<file path="config.mk">
export PLATFORM = sky130hd
export DESIGN_NAME = timer_interrupt_controller
export DESIGN_NICKNAME = d
export VERILOG_FILES = /design/src/rtl/core/tic_pkg.sv /design/src/rtl/core/timer_interrupt_controller.sv /design/src/rtl/core/tic_timer.sv
export SDC_FILE = /design/constraint.sdc
export NUM_CORES = 1
export LEC_CHECK = 0
export BUFFER_PORTS_ARGS = -buffer_cell sky130_fd_sc_hd__clkbuf_2
export CAP_MARGIN = 20
export CORE_AREA = 2 2 236 238
export DETAILED_ROUTE_END_ITERATION = 7
export DIE_AREA = 0 0 238 240
export PLACE_DENSITY_LB_ADDON = 0.1
export REMOVE_ABC_BUFFERS = 1
export SYNTH_ARGS = -nofsm -noshare
export SYNTH_HDL_FRONTEND = slang
export SYNTH_SLANG_ARGS = --single-unit
</file>
<file path="constraint.sdc">
create_clock -name clk -period 6.45 [get_ports clk]
set_input_delay 0.3225 -clock clk [delete_from_list [all_inputs] [get_ports clk]]
set_output_delay 0.3225 -clock clk [all_outputs]
set_load 0.1 [all_outputs]
</file>
<file path="src/rtl/core/tic_pkg.sv">
package tic_pkg;

  // Depth of the status delay line
  localparam int STATUS_DELAY = 4;

  // Item kinds carried on the input tuser
  typedef enum logic [1:0] {
    OP_READ  = 2'd0,
    OP_WRITE = 2'd1,
    OP_TICK  = 2'd2
  } op_t;

  // Interrupt controller registers
  localparam logic [31:0] ADDR_VECTOR       = 32'hf000_0000;
  localparam logic [31:0] ADDR_TOP_CAUSE    = 32'hf000_0010;
  localparam logic [31:0] ADDR_MASK         = 32'hf000_0020;
  localparam logic [31:0] ADDR_STATUS       = 32'hf000_0030;
  localparam logic [31:0] ADDR_EPC          = 32'hf000_0040;
  localparam logic [31:0] ADDR_SYS_CAUSE    = 32'he100_0400;

  // Timer registers
  localparam logic [31:0] ADDR_TMR_CAUSE    = 32'he102_0400;
  localparam logic [31:0] ADDR_TMR_INV      = 32'he102_0800;
  localparam logic [31:0] ADDR_TMR_MASK     = 32'he102_0c00;
  localparam logic [31:0] ADDR_FREE_CNT     = 32'he102_4000;
  localparam logic [31:0] ADDR_PRESC_CNT    = 32'he102_4400;
  localparam logic [31:0] ADDR_PRESC_SEL    = 32'he102_4410;
  localparam logic [31:0] ADDR_CMP_CLEAR    = 32'he102_4420;
  localparam logic [31:0] ADDR_OUT_CMP      = 32'he102_4430;

  // Serial port cause registers
  localparam logic [31:0] ADDR_UART_INV     = 32'he103_0800;
  localparam logic [31:0] ADDR_UART_MASK    = 32'he103_0c00;

  // GPIO register addresses, in register order
  localparam int GPIO_REGS = 8;
  localparam logic [31:0] GPIO_ADDR [GPIO_REGS] = '{
    32'he101_0400, 32'he101_0800, 32'he101_0c00, 32'he101_4000,
    32'he101_4010, 32'he101_4020, 32'he101_4030, 32'he101_4040
  };

  // One bus or tick action, valid for the cycle it is executed
  typedef struct packed {
    logic        rd;
    logic        wr;
    logic        tick;
    logic [31:0] addr;
    logic [31:0] wdata;
  } bus_req_t;

endpackage

</file>
<file path="src/rtl/core/timer_interrupt_controller.sv">
// Timer and interrupt controller. Each input beat is a bus read, a bus write
// or one processor clock tick (kind on s_axis_tuser); each produces exactly one
// output beat, in order. An item is captured in the input register and is
// executed as it moves into the output register. One item is accepted
// every cycle while the output side keeps taking beats; the output register
// holds a finished beat while the next item waits in the input register.
module timer_interrupt_controller (
  input  logic        clk,
  input  logic        rst,
  input  logic        s_axis_tvalid,
  output logic        s_axis_tready,
  input  logic [95:0] s_axis_tdata,  // addr[31:0], wdata[63:32], return_addr[95:64]
  input  logic [1:0]  s_axis_tuser,  // op[1:0]
  output logic        m_axis_tvalid,
  input  logic        m_axis_tready,
  output logic [71:0] m_axis_tdata   // rdata[31:0], irq_taken[32], jump_target[64:33],
                                     // cause_line[65], zero[71:66]
);
  import tic_pkg::*;

  // Input register
  logic        in_valid;
  logic [1:0]  in_op;
  logic [31:0] in_addr;
  logic [31:0] in_wdata;
  logic [31:0] in_ret;

  // Output register
  logic        out_valid;
  logic [71:0] out_data;

  // Controller state
  logic [31:0] vector_reg;
  logic [31:0] mask_reg;
  logic [31:0] status_reg;
  logic [31:0] status_delay [STATUS_DELAY];
  logic [31:0] epc_reg;
  logic [7:0]  gpio_regs [GPIO_REGS];
  logic [7:0]  uart_cause_invert;
  logic [7:0]  uart_cause_mask;

  logic        advance;
  bus_req_t    req;
  logic [31:0] timer_rdata;
  logic        top_cause;
  logic        top_cause_next;
  logic [31:0] rdata;
  logic        taken;
  logic        status_wr;

  assign advance       = in_valid && (!out_valid || m_axis_tready);
  assign s_axis_tready = !in_valid || advance;
  assign m_axis_tvalid = out_valid;
  assign m_axis_tdata  = out_data;

  // Decode the item in the input register
  always_comb begin
    req       = '0;
    req.addr  = in_addr;
    req.wdata = in_wdata;
    case (op_t'(in_op))
      OP_READ:  req.rd   = advance;
      OP_WRITE: req.wr   = advance;
      OP_TICK:  req.tick = advance;
      default:  ;
    endcase
  end

  tic_timer u_timer (
    .clk            (clk),
    .rst            (rst),
    .req            (req),
    .rdata          (timer_rdata),
    .top_cause      (top_cause),
    .top_cause_next (top_cause_next)
  );

  // Interrupt entry on a tick
  assign taken     = req.tick && (status_delay[0] != 32'd0) && top_cause_next && mask_reg[0];
  assign status_wr = req.wr && (req.addr == ADDR_STATUS);

  // Read mux for the controller registers, merged with the timer side
  always_comb begin
    rdata = timer_rdata;
    if (req.rd) begin
      for (int i = 0; i < GPIO_REGS; i++) begin
        if (req.addr == GPIO_ADDR[i]) rdata = {24'd0, gpio_regs[i]};
      end
      case (req.addr)
        ADDR_VECTOR:    rdata = vector_reg;
        ADDR_MASK:      rdata = mask_reg;
        ADDR_STATUS:    rdata = status_reg;
        ADDR_EPC:       rdata = epc_reg;
        ADDR_UART_INV:  rdata = {24'd0, uart_cause_invert};
        ADDR_UART_MASK: rdata = {24'd0, uart_cause_mask};
        default:        ;
      endcase
    end
  end

  // Input register
  always_ff @(posedge clk) begin
    if (rst) begin
      in_valid <= 1'b0;
    end else if (s_axis_tready) begin
      in_valid <= s_axis_tvalid;
    end
    if (s_axis_tvalid && s_axis_tready) begin
      in_op    <= s_axis_tuser;
      in_addr  <= s_axis_tdata[31:0];
      in_wdata <= s_axis_tdata[63:32];
      in_ret   <= s_axis_tdata[95:64];
    end
  end

  // Output register
  always_ff @(posedge clk) begin
    if (rst) begin
      out_valid <= 1'b0;
    end else if (advance) begin
      out_valid <= 1'b1;
    end else if (m_axis_tready) begin
      out_valid <= 1'b0;
    end
    if (advance) begin
      out_data <= {6'd0,
                   req.tick ? top_cause_next : top_cause,
                   taken ? vector_reg : 32'd0,
                   taken,
                   rdata};
    end
  end

  // Bus-written registers
  always_ff @(posedge clk) begin
    if (rst) begin
      vector_reg        <= '0;
      mask_reg          <= '0;
      uart_cause_invert <= '0;
      uart_cause_mask   <= '0;
      for (int i = 0; i < GPIO_REGS; i++) gpio_regs[i] <= '0;
    end else if (req.wr) begin
      for (int i = 0; i < GPIO_REGS; i++) begin
        if (req.addr == GPIO_ADDR[i]) gpio_regs[i] <= req.wdata[7:0];
      end
      case (req.addr)
        ADDR_VECTOR:    vector_reg        <= req.wdata;
        ADDR_MASK:      mask_reg          <= req.wdata;
        ADDR_UART_INV:  uart_cause_invert <= req.wdata[7:0];
        ADDR_UART_MASK: uart_cause_mask   <= req.wdata[7:0];
        default:        ;
      endcase
    end
  end

  // Exception pc: bus write or return address on interrupt entry
  always_ff @(posedge clk) begin
    if (rst) begin
      epc_reg <= '0;
    end else if (taken) begin
      epc_reg <= in_ret;
    end else if (req.wr && req.addr == ADDR_EPC) begin
      epc_reg <= req.wdata;
    end
  end

  // Status register and its delay line
  always_ff @(posedge clk) begin
    if (rst) begin
      status_reg <= '0;
      for (int i = 0; i < STATUS_DELAY; i++) status_delay[i] <= '0;
    end else if (taken || (status_wr && req.wdata == 32'd0)) begin
      status_reg <= '0;
      for (int i = 0; i < STATUS_DELAY; i++) status_delay[i] <= '0;
    end else if (status_wr) begin
      status_delay[STATUS_DELAY-1] <= req.wdata;
    end else if (req.tick) begin
      // last entry keeps its value while the line shifts down
      status_reg <= status_delay[0];
      for (int i = 0; i < STATUS_DELAY - 1; i++) status_delay[i] <= status_delay[i+1];
    end
  end

endmodule

</file>
<file path="src/rtl/core/tic_timer.sv">
module tic_timer (
  input  logic              clk,
  input  logic              rst,
  input  tic_pkg::bus_req_t req,
  output logic [31:0]       rdata,
  output logic              top_cause,
  output logic              top_cause_next
);
  import tic_pkg::*;

  logic [31:0] free_counter;
  logic [15:0] prescaled_counter;
  logic [15:0] prescale_select;
  logic [15:0] compare_clear;
  logic [15:0] output_compare;
  logic [3:0]  timer_cause;
  logic [7:0]  timer_cause_invert;
  logic [7:0]  timer_cause_mask;
  logic [2:0]  system_cause;

  logic        clear_hit;
  logic [15:0] presc_cleared;
  logic [3:0]  timer_cause_next;
  logic        sys_hit;
  logic [31:0] free_counter_next;
  logic [14:0] one_shifted;
  logic [13:0] low_mask;
  logic        presc_step;
  logic [15:0] prescaled_counter_next;

  // Cause bits seen on a tick
  always_comb begin
    clear_hit        = (prescaled_counter == compare_clear);
    presc_cleared    = clear_hit ? 16'd0 : prescaled_counter;
    timer_cause_next = {(presc_cleared < output_compare),
                        timer_cause[2] ^ clear_hit,
                        free_counter[18],
                        free_counter[16]};
    sys_hit          = |(({4'd0, timer_cause_next} ^ timer_cause_invert) & timer_cause_mask);
    top_cause_next   = sys_hit;
  end

  // Counter advance; select 1..7 divides by 4^select
  always_comb begin
    free_counter_next = free_counter + 32'd1;
    one_shifted       = 15'd1 << {prescale_select[2:0], 1'b0};
    low_mask          = 14'(one_shifted - 15'd1);
    if (prescale_select >= 16'd1 && prescale_select <= 16'd7) begin
      presc_step = ((free_counter_next[13:0] & low_mask) == 14'd0);
    end else begin
      presc_step = 1'b1;
    end
    prescaled_counter_next = presc_cleared + {15'd0, presc_step};
  end

  // Register read mux
  always_comb begin
    rdata = 32'd0;
    if (req.rd) begin
      case (req.addr)
        ADDR_TOP_CAUSE: rdata = {31'd0, top_cause};
        ADDR_SYS_CAUSE: rdata = {29'd0, system_cause};
        ADDR_TMR_CAUSE: rdata = {28'd0, timer_cause};
        ADDR_TMR_INV:   rdata = {24'd0, timer_cause_invert};
        ADDR_TMR_MASK:  rdata = {24'd0, timer_cause_mask};
        ADDR_FREE_CNT:  rdata = free_counter;
        ADDR_PRESC_CNT: rdata = {16'd0, prescaled_counter};
        ADDR_PRESC_SEL: rdata = {16'd0, prescale_select};
        ADDR_CMP_CLEAR: rdata = {16'd0, compare_clear};
        ADDR_OUT_CMP:   rdata = {16'd0, output_compare};
        default:        rdata = 32'd0;
      endcase
    end
  end

  // Timer state
  always_ff @(posedge clk) begin
    if (rst) begin
      free_counter       <= '0;
      prescaled_counter  <= '0;
      prescale_select    <= '0;
      compare_clear      <= '0;
      output_compare     <= '0;
      timer_cause        <= '0;
      timer_cause_invert <= '0;
      timer_cause_mask   <= '0;
      system_cause       <= '0;
      top_cause          <= 1'b0;
    end else if (req.tick) begin
      free_counter      <= free_counter_next;
      prescaled_counter <= prescaled_counter_next;
      timer_cause       <= timer_cause_next;
      system_cause      <= sys_hit ? 3'b100 : 3'b000;
      top_cause         <= sys_hit;
    end else if (req.wr) begin
      case (req.addr)
        ADDR_TMR_INV:   timer_cause_invert <= req.wdata[7:0];
        ADDR_TMR_MASK:  timer_cause_mask   <= req.wdata[7:0];
        ADDR_PRESC_CNT: prescaled_counter  <= req.wdata[15:0];
        ADDR_PRESC_SEL: prescale_select    <= req.wdata[15:0];
        ADDR_CMP_CLEAR: compare_clear      <= req.wdata[15:0];
        ADDR_OUT_CMP:   output_compare     <= req.wdata[15:0];
        default:        ;
      endcase
    end
  end

endmodule

</file>
Word-level counts from Yosys, hierarchy flattened:

Memories as Yosys holds them, arrays and structs flattened.
Cells that the tools add are included.
Widths: inputs -> output; s select.

* RAM bits: 192
* register bits after elaboration: 430
* memories: 2

Memories
* status_delay: depth 4, bits a word 32, rd ports 4, clocked after Yosys merged registers in 0, write ports 4, line timer_interrupt_controller.sv:36 `logic [31:0] status_delay [STATUS_DELAY];`
* gpio_regs: depth 8, bits a word 8, rd ports 8, clocked after Yosys merged registers in 0, write ports 8, line timer_interrupt_controller.sv:38 `logic [7:0] gpio_regs [GPIO_REGS];`

* magnitude comparators: 3
* reductions and logical operators: 35
* eq/ne operators: 27
* bitwise logic cells: 22
* shift operators: 1
* add/sub/neg operators: 3
* muxes and demuxes: 88

Operator list (number)
* $eq 32x32->1 const B: 24
* $mux 32: 20
* $pmux 32 s10: 1
* $pmux 32 s6: 1
* $mux 16: 4
* $mux 8: 8
* $mux 1: 53
* $add 32x1->32 const B: 1
* $logic_not 32->1: 1
* $reduce_bool 32->1: 1
* $add 16x1->16: 1
* $eq 16x16->1: 1
* $ge 16x1->1 const B: 1
* $le 16x3->1 const B: 1
* $lt 16x16->1: 1
* $or 1x1->1: 16
* $reduce_and 3->1: 5
* $and 14x14->14: 1
* $logic_not 14->1: 1
* $shl 1x4->14 const A: 1
* $sub 14x1->14 const B: 1
* $reduce_and 2->1: 6
* $logic_and 1x1->1: 9
* $and 8x8->8: 1
* 12 further kinds: 19

Depth between registers and ports, before layout:

* word-level depth: 15
* gate-level depth with buffers: 18

Hierarchy:

Synthesis repeated with hierarchy kept, for this count alone.

* cells, all modules: 2770
* area, all modules: 27679.0 sq um

By module, submodules not included
* timer_interrupt_controller: area an instance 20297.0 sq um, seq. area each 13292.7 sq um, cells each 1855, instances 1
* tic_timer: area an instance 7382.1 sq um, seq. area each 2342.2 sq um, cells each 915, instances 1

Worst setup path after synthesis:

No wires, ideal clock.

* path type: register to register
* start: register u_timer.prescaled_counter[4]
* end: memory status_delay[3][0] (enable)
* buffers on the path: 4
* arrival: 4.768 ns
* stages on the path, launching flop included: 18
* required time: 5.889 ns
* slack: 1.121 ns
* period minus slack after synthesis: 5.329 ns
* path through: dfxtp_1 clkbuf_1 xnor2_1 nand4_1 or4_1 clkbuf_1 clkbuf_1 and2_1 ha_1 nand4_1 or3_1 or3b_2 o22ai_1 a2111oi_0 a211o_1 nand2_1 buf_2 nand3_1

RTL lines
* from (decl): line tic_timer.sv:12 `logic [15:0] prescaled_counter;`
* from (signal assigned): line tic_timer.sv:91 `prescaled_counter <= prescaled_counter_next;`
* from (signal assigned): line tic_timer.sv:99 `ADDR_PRESC_CNT: prescaled_counter <= req.wdata[15:0];`
* to (decl): line timer_interrupt_controller.sv:36

==> results by group <==
Clock tree
  – Number of clock sinks: 620
  – Clock Tree Buf Depth: 3
  – Clk Latency, worst-skew pair: 0.62 ns
  – Setup Buffers After CTS: 0
  – H-tree levels: 3
  – CTS buffer count: 68
  – TritonCTS clock tree: done
  – # hold bufs at CTS: 99
  – Clock-pin slew of the registers on the worst-case setup and hold paths: 0.06 ns
  – Root buf cell: clkbuf_16
  – Post-CTS sizing: 0

Floorplanning
  – I/O pin count: 176
  – Chip Height: about 240 um
  – CORE AREA: 54,700 um2
  – Row cnt: 86
  – Die area: 57,100 um2
  – DIE WIDTH: 238 um
  – Starting Density: 47.6%

Setup path
  – Largest stage delay, worst path: 0.88 ns
  – CP Launch Type: flip-flop
  – Required time of the critical path: 6.93 ns
  – Critical path class: reg -> reg
  – Worst EP arrival: 6.01 ns
  – Slowest cell on the critical path: or4_1
  – Worst-path cell chain: xnor2_1 > nand4_1 > or4_1 > and2_1 > ha_1 > nand4_1 > or3_1 > or3b_2 > o22ai_1 > a2111oi_0 > a211o_1 > nor3_4 > buf_4 > and2_1
  – Crit-path max FO: 81
  – Crit. End Element: flip-flop

Timing
  – Hold WS: 0.0408 ns
  – Final Cycle Share: 85.8%
  – Max Clock Freq: about 180 MHz
  – Final Skew: 0.0180 ns
  – Least-Margin Pin Slew: 1.12 ns
  – Final Max Tran Viols: 0
  – Count of final setup violators: 0
  – Final-report hold violation count: 0
  – Slew Limit Headroom: about a quarter
  – Setup Total Neg Slack: 0 ns
  – Fin crit period: 5.53 ns
  – Unrepaired setup endpoints after global routing: false

Pwr
  – Pint: 6560 uW
  – Sw Share: 23.7%
  – Net Switching: around 2000 uW
  – Comb power frac: around 5.2%
  – P_leak: 0.0114 uW
  – Power per Cell Area: 281 nW/um2
  – Clock power frac: 44.5%
  – Peak VDD IR: roughly 0.23 mV
  – Sequential power share: 50.3%

Final layout
  – Fill count: 4,632
  – Final net count: 2,738
  – P&R area growth vs syn: 17.6%
  – Non-Filler Instances: 3,380
  – Area of the multi-input gates: 9510 um2
  – Core Util, Final: 56.0%
  – Max FFs per register: about 130
  – ANT cells: 0
  – Most flop-heavy register: status_delay
  – Share of post-route cells with drive strength above 1: 13.9%
  – Sequential Area: 15,700 um2

Outcome
  – Run status: finished clean

Drt
  – Via density: between 5 and 6
  – Vias: 20,200
  – DRC viols: 0
  – Drt pass-1 iters: 6
  – WL per Instance: 23.7 um
  – Initial drt markers: 2,458
  – Final wirelength: 80,100 um
  – Antenna Nets Post-Route: 0

Yosys
  – Top-count cell post-synth: nand2_1
  – Top cell type's share of synthesized area: 37.4%
  – Syn Area/Cell: roughly 11 um2
  – Top cells by count, synth: nand2_1, edfxtp_1, dfxtp_1
  – Post-synth EDFFs: between 300 and 400
  – Synth area leaders: edfxtp_1, dfxtp_1, nand2_1, a21oi_1, mux2i_1
  – Async set or reset register ratio after synthesis: 0%
  – Synth Register Bits: 620
  – Synth Warn #: 0
  – Synth unique cells: roughly 80
  – Sequential area share after synthesis: 60.1%
  – Dominant cell type by area after synthesis: edfxtp_1
  – Mapped cell area: approximately 26,000 um2
  – Syn Inst Count: 2,404
  – Most common flop cell mapped by yosys: edfxtp_1

Placement
  – Placer congestion estimate: 0.914
  – HPWL after DPL: just over 50,000 um
  – Placed cells: between 3,000 and 4,000
  – IO Port Bufs: 169

Global route
  – Global-route wire length before repair: between 100,000 and 150,000 um
  – Largest net degree at the start of global routing: around 120
  – Vias in the first global route: ~19,000
  – Initial antenna violation count: 0
  – Gr usage total: 27.8%
  – Congestion Overflow GR: 0

Job
  – Number of max-cap violations: 0

Worst hold path
  – HP Class: in -> reg
==> metal layers <==
layer | share of wire (%) | up-vias | GRT usage, % | wire [um]
met5 | 0 | - | 0 | 0
met4 | 3.5 | 0 | 10.7 | 2810
met3 | 7.4 | 142 | 3.54 | 5970
met2 | 45 | 938 | 43.6 | 36200
met1 | 44 | 9927 | 39.7 | 35100
li1 | - | 9158 | - | -
==> critical path: cells and delay by family (launching register included) <==
family                     cells  cell delay (ns)
and+or+nand+nor                8             2.85
buffers and inverters          1             0.57
AOI/OAI and AO/OA              3             0.91
DFF                            1             0.51
adders and majority gates      1             0.30
xor gates and xnor gates       1             0.17
==> power by group through the flow <==
stage | Combinational, uW | Clock, uW | Sequential (uW)
finish | 445 | 3830 | 4320
global route | 465 | 4050 | 4330
CTS | 442 | 3880 | 4320
detailed placement | 394 | 0 | 4410
global placement | 389 | 0 | 4410
floorplan | 112 | 0 | 4510
==> stage by stage <==
| step | cell area (um2) | power [uW] | setup WS [ns] |
|---|---|---|---|
| after floorplan | 25200 | 4620 | -1.65 |
| after global placement | 27400 | 4790 | 1.06 |
| after detailed placement | 27400 | 4800 | 0.991 |
| after CTS | 30600 | 8640 | 0.964 |
| after global routing | 30600 | 8840 | 0.650 |
| final | 30600 | 8600 | 0.916 |
==> path summary, 6_finish.rpt <==
kind	from	to	slack, ns	depth (start not counted)
worst max-delay path	u_timer.prescaled_counter[1]	status_delay[0][28]	0.92	14
worst min-delay path	m_axis_tready	m_axis_tvalid	0.04	4
worst max register to register	u_timer.prescaled_counter[1]	status_delay[0][28]	0.92	14
worst min register to register	uart_cause_invert[5]	uart_cause_invert[5]	0.45	2
==> layout make-up <==
type,count,area share (%)
tap,704,2.88
inverter,35,0.429
multi-input combinational,1573,31.1
sequential,620,51.1
clock buffer,99,6.33
clock inverter,27,0.825
timing repair buffer,322,7.36
==> kinds of logic after synthesis <==
| family | count (synthesis) | share of synthesized area [%] |
|---|---|---|
| buffers and inverters | 216 | 3.76 |
| adder cells (fa/ha/maj) | 16 | 0.769 |
| AND/OR/NAND/NOR | 897 | 16.6 |
| AO/OA/AOI/OAI | 499 | 12.9 |
| flip-flops | 620 | 60.1 |
| XOR/XNOR | 62 | 2.14 |
| multiplexers | 93 | 3.68 |
| other | 1 | 0.0144 |
==> cell usage in the layout (no fill, tap or decap), types with 14 or more instances in the layout <==
cell	n
nand2_1	388
edfxtp_1	324
dfxtp_1	296
a21oi_1	200
clkbuf_2	168
nor2_1	153
and2_1	119
dlygate4sd3_1	99
mux2i_1	80
clkbuf_16	69
a22o_1	65
buf_4	53
nand3_1	44
and3_1	43
a222oi_1	41
o21ai_0	35
xor2_1	34
inv_1	33
o31ai_1	33
a31oi_1	30
xnor2_1	26
nor4_1	26
nand4_1	23
nor3_1	23
clkbuf_1	20
ha_1	16
o22ai_1	14
Power figures use the tool's default switching activity.
